### config.mk
export PLATFORM = sky130hd
export DESIGN_NAME = ascii_log_parser_crc32
export DESIGN_NICKNAME = d
export VERILOG_FILES = /design/src/hw/rtl/alpc_pkg.sv /design/src/hw/rtl/ascii_log_parser_crc32.sv /design/src/hw/rtl/alpc_front.sv /design/src/hw/rtl/alpc_queue.sv /design/src/hw/rtl/alpc_back.sv
export SDC_FILE = /design/constraint.sdc
export NUM_CORES = 1
export LEC_CHECK = 0
export BUFFER_PORTS_ARGS = -buffer_cell sky130_fd_sc_hd__buf_2
export CORE_UTILIZATION = 50
export DETAILED_ROUTE_END_ITERATION = 16
export PLACE_DENSITY = 0.74
export SYNTH_ARGS = -nofsm -noshare
export SYNTH_HDL_FRONTEND = slang
export SYNTH_HIERARCHICAL = 1
export SYNTH_SLANG_ARGS = --single-unit
### constraint.sdc
create_clock -name clk -period 5.95 [get_ports clk]
set_input_delay 1.19 -clock clk [delete_from_list [all_inputs] [get_ports clk]]
set_output_delay 1.19 -clock clk [all_outputs]
set_load 0.005 [all_outputs]
### src/hw/rtl/alpc_pkg.sv
// Shared types, constants and helpers for the checked ASCII record parser.
`timescale 1ns / 1ps

package alpc_pkg;

	localparam logic [10:0] BUFFER_BYTES = 11'd1024;
	localparam logic [5:0]  MAX_FIELDS   = 6'd32;
	localparam logic [10:0] POS_MAX      = 11'd2047;
	localparam logic [31:0] CRC_POLY     = 32'hEDB88320;

	localparam logic [7:0] CHAR_HASH  = 8'h23;
	localparam logic [7:0] CHAR_STAR  = 8'h2A;
	localparam logic [7:0] CHAR_QUOTE = 8'h22;
	localparam logic [7:0] CHAR_COMMA = 8'h2C;
	localparam logic [7:0] CHAR_SEMI  = 8'h3B;
	localparam logic [7:0] CHAR_CR    = 8'h0D;
	localparam logic [7:0] CHAR_LF    = 8'h0A;

	// Hex field after the star: eight digits, record end right after them.
	localparam logic [11:0] HEX_DIGITS = 12'd8;
	localparam logic [11:0] CRLF_SLOT  = 12'd9;

	localparam int QUEUE_DEPTH = 4;
	localparam int QPTR_W      = $clog2(QUEUE_DEPTH);

	// One classified byte as it travels from front end to back end.
	typedef struct packed {
		logic [7:0] byte_val;
		logic       starts_record;
		logic       is_hash;
		logic       is_star;
		logic       is_quote;
		logic       is_comma;
		logic       is_semi;
		logic       is_crlf;
		logic       is_print;
		logic       is_hex;
		logic [3:0] hex_nibble;
	} alpc_item_t;

	// Reflected CRC32 byte update on the complemented register.
	function automatic logic [31:0] crc_fold(input logic [31:0] c, input logic [7:0] b);
		logic [31:0] r;
		r = ~c;
		r = r ^ {24'd0, b};
		for (int k = 0; k < 8; k++) begin
			r = r[0] ? ((r >> 1) ^ CRC_POLY) : (r >> 1);
		end
		return ~r;
	endfunction

endpackage

### src/hw/rtl/ascii_log_parser_crc32.sv
// Top level: checked ASCII record parser with running CRC32.
// A result beat is registered in the back end after its input byte has passed through the queue.
// Throughput: one byte per cycle while the output is not stalled; the CRC32 byte fold is combinational.
// A four-beat queue lets input and output stall independently.
// Reset empties the queue, drops any pending result, clears all record state and the CRC start value.
`timescale 1ns / 1ps

module ascii_log_parser_crc32 (
	input  logic        clk,
	input  logic        arst_n,
	input  logic        cfg_wr_en,
	input  logic [31:0] cfg_wr_data,    // crc_start_value
	input  logic        s_axis_tvalid,
	output logic        s_axis_tready,
	input  logic [7:0]  s_axis_tdata,   // [7:0] byte_in
	input  logic [0:0]  s_axis_tuser,   // [0] starts_record
	output logic        m_axis_tvalid,
	input  logic        m_axis_tready,
	// [0] in_sync, [1] delim_valid, [11:2] delim_position,
	// [17:12] field_count, [23:18] header_field_count
	output logic [23:0] m_axis_tdata,
	output logic        m_axis_tlast    // record_done
);
	import alpc_pkg::*;

	logic       push;
	alpc_item_t push_item;
	logic       queue_full;
	logic       pop;
	logic       pop_valid;
	alpc_item_t pop_item;

	alpc_front u_front (
		.s_axis_tvalid (s_axis_tvalid),
		.s_axis_tready (s_axis_tready),
		.s_axis_tdata  (s_axis_tdata),
		.s_axis_tuser  (s_axis_tuser),
		.push          (push),
		.push_item     (push_item),
		.queue_full    (queue_full)
	);

	alpc_queue u_queue (
		.clk       (clk),
		.arst_n    (arst_n),
		.push      (push),
		.push_item (push_item),
		.full      (queue_full),
		.pop       (pop),
		.pop_valid (pop_valid),
		.pop_item  (pop_item)
	);

	alpc_back u_back (
		.clk           (clk),
		.arst_n        (arst_n),
		.cfg_wr_en     (cfg_wr_en),
		.cfg_wr_data   (cfg_wr_data),
		.item_valid    (pop_valid),
		.item          (pop_item),
		.pop           (pop),
		.m_axis_tvalid (m_axis_tvalid),
		.m_axis_tready (m_axis_tready),
		.m_axis_tdata  (m_axis_tdata),
		.m_axis_tlast  (m_axis_tlast)
	);

endmodule

### src/hw/rtl/alpc_front.sv
// Front end: take input beats and classify each character.
`timescale 1ns / 1ps

module alpc_front (
	input  logic                s_axis_tvalid,
	output logic                s_axis_tready,
	input  logic [7:0]          s_axis_tdata,   // [7:0] byte_in
	input  logic [0:0]          s_axis_tuser,   // [0] starts_record
	output logic                push,
	output alpc_pkg::alpc_item_t push_item,
	input  logic                queue_full
);
	import alpc_pkg::*;

	logic [7:0] ch;
	logic       is_digit;
	logic       is_upper;
	logic       is_lower;

	assign ch            = s_axis_tdata;
	assign s_axis_tready = !queue_full;
	assign push          = s_axis_tvalid && !queue_full;

	always_comb begin
		is_digit = ch inside {[8'h30:8'h39]};
		is_upper = ch inside {[8'h41:8'h46]};
		is_lower = ch inside {[8'h61:8'h66]};

		push_item.byte_val      = ch;
		push_item.starts_record = s_axis_tuser[0];
		push_item.is_hash       = (ch == CHAR_HASH);
		push_item.is_star       = (ch == CHAR_STAR);
		push_item.is_quote      = (ch == CHAR_QUOTE);
		push_item.is_comma      = (ch == CHAR_COMMA);
		push_item.is_semi       = (ch == CHAR_SEMI);
		push_item.is_crlf       = (ch == CHAR_CR) || (ch == CHAR_LF);
		push_item.is_print      = ch inside {[8'h20:8'h7E]};
		push_item.is_hex        = is_digit || is_upper || is_lower;
		// letters map as low nibble + 9 (A/a = 1 + 9)
		push_item.hex_nibble    = is_digit ? ch[3:0] : (ch[3:0] + 4'd9);
	end

endmodule

### src/hw/rtl/alpc_queue.sv
// Short queue of classified bytes between front end and back end.
`timescale 1ns / 1ps

module alpc_queue (
	input  logic                 clk,
	input  logic                 arst_n,
	input  logic                 push,
	input  alpc_pkg::alpc_item_t push_item,
	output logic                 full,
	input  logic                 pop,
	output logic                 pop_valid,
	output alpc_pkg::alpc_item_t pop_item
);
	import alpc_pkg::*;

	alpc_item_t        mem_q [QUEUE_DEPTH];
	logic [QPTR_W-1:0] wr_ptr_q;
	logic [QPTR_W-1:0] rd_ptr_q;
	logic [QPTR_W:0]   count_q;

	assign full      = (count_q == (QPTR_W+1)'(QUEUE_DEPTH));
	assign pop_valid = (count_q != '0);
	assign pop_item  = mem_q[rd_ptr_q];

	always_ff @(posedge clk) begin
		if (push) begin
			mem_q[wr_ptr_q] <= push_item;
		end
	end

	always_ff @(posedge clk or negedge arst_n) begin
		if (!arst_n) begin
			wr_ptr_q <= '0;
			rd_ptr_q <= '0;
			count_q  <= '0;
		end else begin
			if (push) begin
				wr_ptr_q <= wr_ptr_q + 1'b1;
			end
			if (pop) begin
				rd_ptr_q <= rd_ptr_q + 1'b1;
			end
			case ({push, pop})
				2'b10:   count_q <= count_q + 1'b1;
				2'b01:   count_q <= count_q - 1'b1;
				default: count_q <= count_q;
			endcase
		end
	end

endmodule

### src/hw/rtl/alpc_back.sv
// Back end: per-record state, CRC fold, hex check and the result register.
`timescale 1ns / 1ps

module alpc_back (
	input  logic                 clk,
	input  logic                 arst_n,
	input  logic                 cfg_wr_en,
	input  logic [31:0]          cfg_wr_data,
	input  logic                 item_valid,
	input  alpc_pkg::alpc_item_t item,
	output logic                 pop,
	output logic                 m_axis_tvalid,
	input  logic                 m_axis_tready,
	output logic [23:0]          m_axis_tdata,
	output logic                 m_axis_tlast
);
	import alpc_pkg::*;

	logic [31:0] crc_start_q;
	logic [10:0] byte_pos_q;
	logic        rso_q;
	logic        quote_q;
	logic [5:0]  dcount_q;
	logic [5:0]  hdr_q;
	logic [31:0] crc_q;
	logic [10:0] star_q;
	logic [31:0] hexv_q;
	logic        hexok_q;

	logic        out_valid_q;
	logic        sync_q;
	logic        done_q;
	logic        dvalid_q;
	logic [9:0]  dpos_q;
	logic [5:0]  fcount_q;
	logic [5:0]  hcount_q;

	logic [11:0] len;
	logic        init;
	logic        rso_cur;
	logic        quote_cur;
	logic [5:0]  dcount_cur;
	logic [5:0]  hdr_cur;
	logic [31:0] crc_cur;
	logic [10:0] star_cur;
	logic [31:0] hexv_cur;
	logic        hexok_cur;
	logic [11:0] star_ext;

	logic [10:0] byte_pos_d;
	logic        rso_d;
	logic        quote_d;
	logic [5:0]  dcount_d;
	logic [5:0]  hdr_d;
	logic [31:0] crc_d;
	logic [10:0] star_d;
	logic [31:0] hexv_d;
	logic        hexok_d;
	logic        sync_d;
	logic        done_d;
	logic        dvalid_d;
	logic [9:0]  dpos_d;
	logic        star_now;
	logic [11:0] len_m1;

	assign pop           = item_valid && (!out_valid_q || m_axis_tready);
	assign m_axis_tvalid = out_valid_q;
	assign m_axis_tlast  = done_q;
	assign m_axis_tdata  = {hcount_q, fcount_q, dpos_q, dvalid_q, sync_q};

	always_comb begin
		len        = item.starts_record ? 12'd1 : ({1'b0, byte_pos_q} + 12'd1);
		len_m1     = len - 12'd1;
		byte_pos_d = (len > {1'b0, POS_MAX}) ? POS_MAX : len[10:0];
		init       = item.starts_record && item.is_hash;
		rso_cur    = item.starts_record ? item.is_hash : rso_q;

		// a '#' start reloads the whole record context
		quote_cur  = init ? 1'b0 : quote_q;
		dcount_cur = init ? 6'd0 : dcount_q;
		hdr_cur    = init ? 6'd0 : hdr_q;
		crc_cur    = init ? crc_start_q : crc_q;
		star_cur   = init ? BUFFER_BYTES : star_q;
		hexv_cur   = init ? 32'd0 : hexv_q;
		hexok_cur  = init ? 1'b1 : hexok_q;
		star_ext   = {1'b0, star_cur};

		rso_d    = rso_cur;
		quote_d  = quote_cur;
		dcount_d = dcount_cur;
		hdr_d    = hdr_cur;
		crc_d    = crc_cur;
		star_d   = star_cur;
		hexv_d   = hexv_cur;
		hexok_d  = hexok_cur;
		sync_d   = 1'b0;
		done_d   = 1'b0;
		dvalid_d = 1'b0;
		dpos_d   = 10'd0;
		star_now = 1'b0;

		if (!rso_cur) begin
			sync_d = 1'b0;
		end else if (len > {1'b0, BUFFER_BYTES}) begin
			sync_d = 1'b0;
			rso_d  = 1'b0;
		end else begin
			star_now = !quote_cur && item.is_star;

			if (quote_cur) begin
				sync_d = item.is_print;
			end else if (item.is_star) begin
				sync_d = (len < star_ext);
			end else if (item.is_crlf) begin
				sync_d = (star_ext + CRLF_SLOT == len) && hexok_cur && (~crc_cur == hexv_cur);
				done_d = 1'b1;
			end else if (star_ext + HEX_DIGITS < len) begin
				sync_d = 1'b0;
			end else begin
				sync_d = item.is_print;
			end

			if (star_now) begin
				star_d  = len[10:0];
				hexv_d  = 32'd0;
				hexok_d = 1'b1;
			end else if (len >= star_ext + 12'd1 && len <= star_ext + HEX_DIGITS) begin
				if (item.is_hex) begin
					hexv_d = {hexv_cur[27:0], item.hex_nibble};
				end else begin
					hexok_d = 1'b0;
				end
			end

			// fold only bytes after the first byte and ahead of the star, the star itself excluded by the bound
			if (len > 12'd1 && len < {1'b0, star_d}) begin
				crc_d = crc_fold(crc_cur, item.byte_val);
			end

			if (item.is_quote) begin
				quote_d = !quote_cur;
			end else if (!quote_cur && (item.is_comma || item.is_semi || item.is_star)) begin
				if (dcount_cur < MAX_FIELDS) begin
					dvalid_d = 1'b1;
					dpos_d   = len_m1[9:0];
					dcount_d = dcount_cur + 6'd1;
				end
				if (item.is_semi) begin
					hdr_d = dcount_d;
				end
			end

			// drop sync on failure or at record end
			if (!sync_d || done_d) begin
				rso_d = 1'b0;
			end
		end
	end

	always_ff @(posedge clk or negedge arst_n) begin
		if (!arst_n) begin
			crc_start_q <= 32'd0;
			byte_pos_q  <= '0;
			rso_q       <= 1'b0;
			quote_q     <= 1'b0;
			dcount_q    <= '0;
			hdr_q       <= '0;
			crc_q       <= 32'd0;
			star_q      <= BUFFER_BYTES;
			hexv_q      <= 32'd0;
			hexok_q     <= 1'b1;
			out_valid_q <= 1'b0;
		end else begin
			if (cfg_wr_en) begin
				crc_start_q <= cfg_wr_data;
			end
			if (pop) begin
				byte_pos_q  <= byte_pos_d;
				rso_q       <= rso_d;
				quote_q     <= quote_d;
				dcount_q    <= dcount_d;
				hdr_q       <= hdr_d;
				crc_q       <= crc_d;
				star_q      <= star_d;
				hexv_q      <= hexv_d;
				hexok_q     <= hexok_d;
				out_valid_q <= 1'b1;
			end else if (m_axis_tready) begin
				out_valid_q <= 1'b0;
			end
		end
	end

	// result payload, loaded with each processed beat
	always_ff @(posedge clk) begin
		if (pop) begin
			sync_q   <= sync_d;
			done_q   <= done_d;
			dvalid_q <= dvalid_d;
			dpos_q   <= dpos_d;
			fcount_q <= dcount_d;
			hcount_q <= hdr_d;
		end
	end

endmodule
==> summary.txt <==
Outcome
  • Status: complete, no violations

Drt
  • Routed len/inst: 21.5 um
  • Detailed-route via count: 10,400
  • DRT met1 WL: 16.7 mm
  • Highest metal used: met4
  • Drt drc: 0
  • Metal2 WL: 15.5 mm
  • Routed WL: 36.0 mm
  • Met3 wire len: 2.66 mm
  • Vias per std cell: about 6.2
  • DR pass1 iterations: 5
  • Antenna Nets Post-Route: 0
  • DRT iter0 DRCs: 1,124

Final layout
  • Util after Layout: 0.561
  • Nets: 1,378
  • Share of layout cells above drive strength 1: 0.182
  • Area grow syn2layout: 10.1%
  • Diodes inserted: 0
  • Fin area: around 16,000 sq um
  • Cell Count, Final, Fillers Out: 1,676

Worst setup path
  • Worst Path Arrival: 5610 ps
  • R2r setup slk: 810 ps
  • Startpoint types: flop
  • Critical setup path kind: reg -> reg
  • CP Max Fanout: 47
  • CP Data Required Time: between 6000 and 7000 ps
  • Crit path capture type: flop

Yosys
  • Synth Flop Type: dfrtp_1
  • Yosys warns: 6
  • Syn Area/Cell: 11.5 sq um
  • Syn Inst Count: 1,237
  • Syn_nets: 1,337
  • Dominant cells by area after synthesis: dfrtp_1, edfxtp_1, ha_1
  • Yosys cell types: 97
  • Top-count cell post-synth: dfrtp_1
  • Sequential share of the synthesized area: 0.478
  • Synth top cells by count: dfrtp_1, edfxtp_1, nand2_1, nor2_1, xnor2_1
  • Top-area cell type share of the netlist area: 0.244
  • Flops & latches, synth: 250
  • Async S/R FF share, synth: 0.564
  • Mapped Area: 14,200 sq um
  • Yosys top cell by area: dfrtp_1
  • Post-synth EDFFs: 109

Die
  • Width of the die: 171 um
  • Die H: 171 um
  • Effective utilization at floorplan: 0.510
  • Row Count: 61
  • IO Pins: 73
  • Core Footprint: 27,900 sq um
  • Full die area: 29,200 sq um

Clocking
  • Max clock buf depth: 3
  • Postcts setup bufs: 0
  • CTS tree: built
  • H-tree depth: 1
  • Resized cells post-CTS: 0
  • CTS root buf: clkbuf_16
  • Hold Buf Count CTS: 0
  • TritonCTS Sinks: 250
  • Reg clk slew, reported paths: around 60 ps
  • CTS Buf Count: 26
  • Worst-Skew Late Latency: 540 ps

STA
  • Clock skew: around 15 ps
  • Tcrit/Tclk final: 0.864
  • TNS Setup: 0 ps
  • Final slew viol count: 0
  • Unrepaired setup endpoints after global routing: false
  • Setup-failing EPs final: 0
  • Shortest period the worst path allows: 5140 ps
  • Final count of hold timing violations: 0
  • Slew Limit Headroom: 0.222
  • Least-Margin Pin Slew: approximately 1200 ps
  • Fmax: a little under 0.2 GHz

Power and ir drop
  • Total Power: 0.00966 W
  • Leak: 6.18 nW
  • Worst IR Drop VDD: 0.000417 V
  • P per Cell Area: 616 nW/um^2

Run
  • MaxCap Viol Count: 0

Global routing
  • GRT Overall Usage: 0.250
  • Initial antenna violation count: 0
  • First-pass GRT wire length: around 56 mm
  • Gr ovfl total: 0
  • Vias in the first global route: 9,790
  • Largest net degree at the start of global routing: 65

Place
  • PortBufs: 72
  • Dpl cells: between 1,500 and 2,000
  • Placed Area: 14,800 sq um
  • Dpl hpwl: between 20 and 30 mm
  • Routability cong.: 0.938

Hold path
  • Min-delay worst type: reg -> reg
[per-layer routing]
metal	GRT usage	vias up
li1	-	4718
met1	0.378	5137
met2	0.367	428
met3	0.0377	69
met4	0.0819	0
met5	0	-
[power breakdown]
| group | leakage (nW) | switching, W | internal [W] |
|---|---|---|---|
| clock | 0.431 | 0.000688 | 0.000984 |
| combinational | 2.89 | 0.00307 | 0.00224 |
| sequential | 2.86 | 0.000434 | 0.00225 |
| total | 6.18 | 0.00419 | 0.00547 |
[final timing paths]
check / from / cells past startpoint / to
setup / recovery: u_queue/rd_ptr_q[0] / 20 / u_back/hexv_q[6]
hold / removal: u_queue/count_q[2] / 1 / u_queue/count_q[2]
setup reg to reg: u_queue/rd_ptr_q[0] / 20 / u_back/hexv_q[6]
hold reg to reg: u_queue/count_q[2] / 1 / u_queue/count_q[2]
max in group asynchronous: arst_n / 2 / u_back/crc_start_q[28]
min in group asynchronous: arst_n / 1 / u_back/star_q[8]
[metrics by stage]
stage / setup WS (ps) / hold slack (ps)
after floorplan: 683 / 439
after global placement: 1050 / 479
after detailed placement: 864 / 472
after CTS: 861 / 492
after global routing: 467 / 503
final: 806 / 488
[logic make-up (layout without fill, tap and decap cells)]
kind of cell	Yosys count	after routing	share of synthesized area
simple gates	351	351	0.126
compound gates	257	257	0.138
flops	250	250	0.478
xor+xnor	122	122	0.0818
buf+inv	110	171	0.0391
mux	93	93	0.0887
fa+ha+maj	54	54	0.0480
[state kept, by name, indices dropped and copies added (netlist names), 2 cells and up]
| signal | cells |
|---|---|
| u_back/fcount_q | 6 |
| u_back/dpos_q | 10 |
| u_back/dcount_q | 6 |
| u_back/hdr_q | 6 |
| u_back/hcount_q | 6 |
| u_back/star_q | 11 |
| u_back/byte_pos_q | 11 |
| u_queue/wr_ptr_q | 2 |
| u_back/hexv_q | 32 |
| u_queue/rd_ptr_q | 2 |
| u_queue/mem_q | 84 |
| u_queue/count_q | 3 |
| u_back/crc_start_q | 32 |
| u_back/crc_q | 32 |
[critical path, stage by stage (launching register included)]
cell and delay (ps):
dfrtp_1 460, mux4_1 620, nand2_1 110, buf_4 480, nand2_1 150, inv_1 120, ha_1 240, nand2_1 130
nor3_1 300, nand3_1 130, xnor2_1 160, nor2_1 60, ha_1 290, a21o_1 180, a21oi_1 190, o211ai_1 120
a31oi_1 530, nor4b_4 140, nor2b_2 130, buf_4 310, a22o_1 210
[cell type report]
cell class | count | area [sq um]
clock buffer | 31 | 711
clock inverter | 17 | 171
fill | 2357 | 12300
inverter | 32 | 120
multi-input combinational | 877 | 6890
sequential | 250 | 6800
tap | 378 | 473
timing repair buffer | 91 | 509
[cells in the final DEF (no fill, tap or decap), drive strengths merged, types with 9 or more instances in the layout]
cell,instances
o22ai,9
ha,53
nand4,19
inv,33
mux2i,36
mux2,36
a22oi,10
nand3,37
xor2,46
nand2,95
a21o,10
nor2,70
mux4,21
o21ai,46
xnor2,75
a221o,33
a21oi,38
and2,14
and3,11
edfxtp,109
nor2b,10
nor3,56
buf,91
clkbuf,31
a22o,32
dfrtp,139
a211oi,9
clkinv,11
Note: power is estimated with default switching activity, not from simulation.
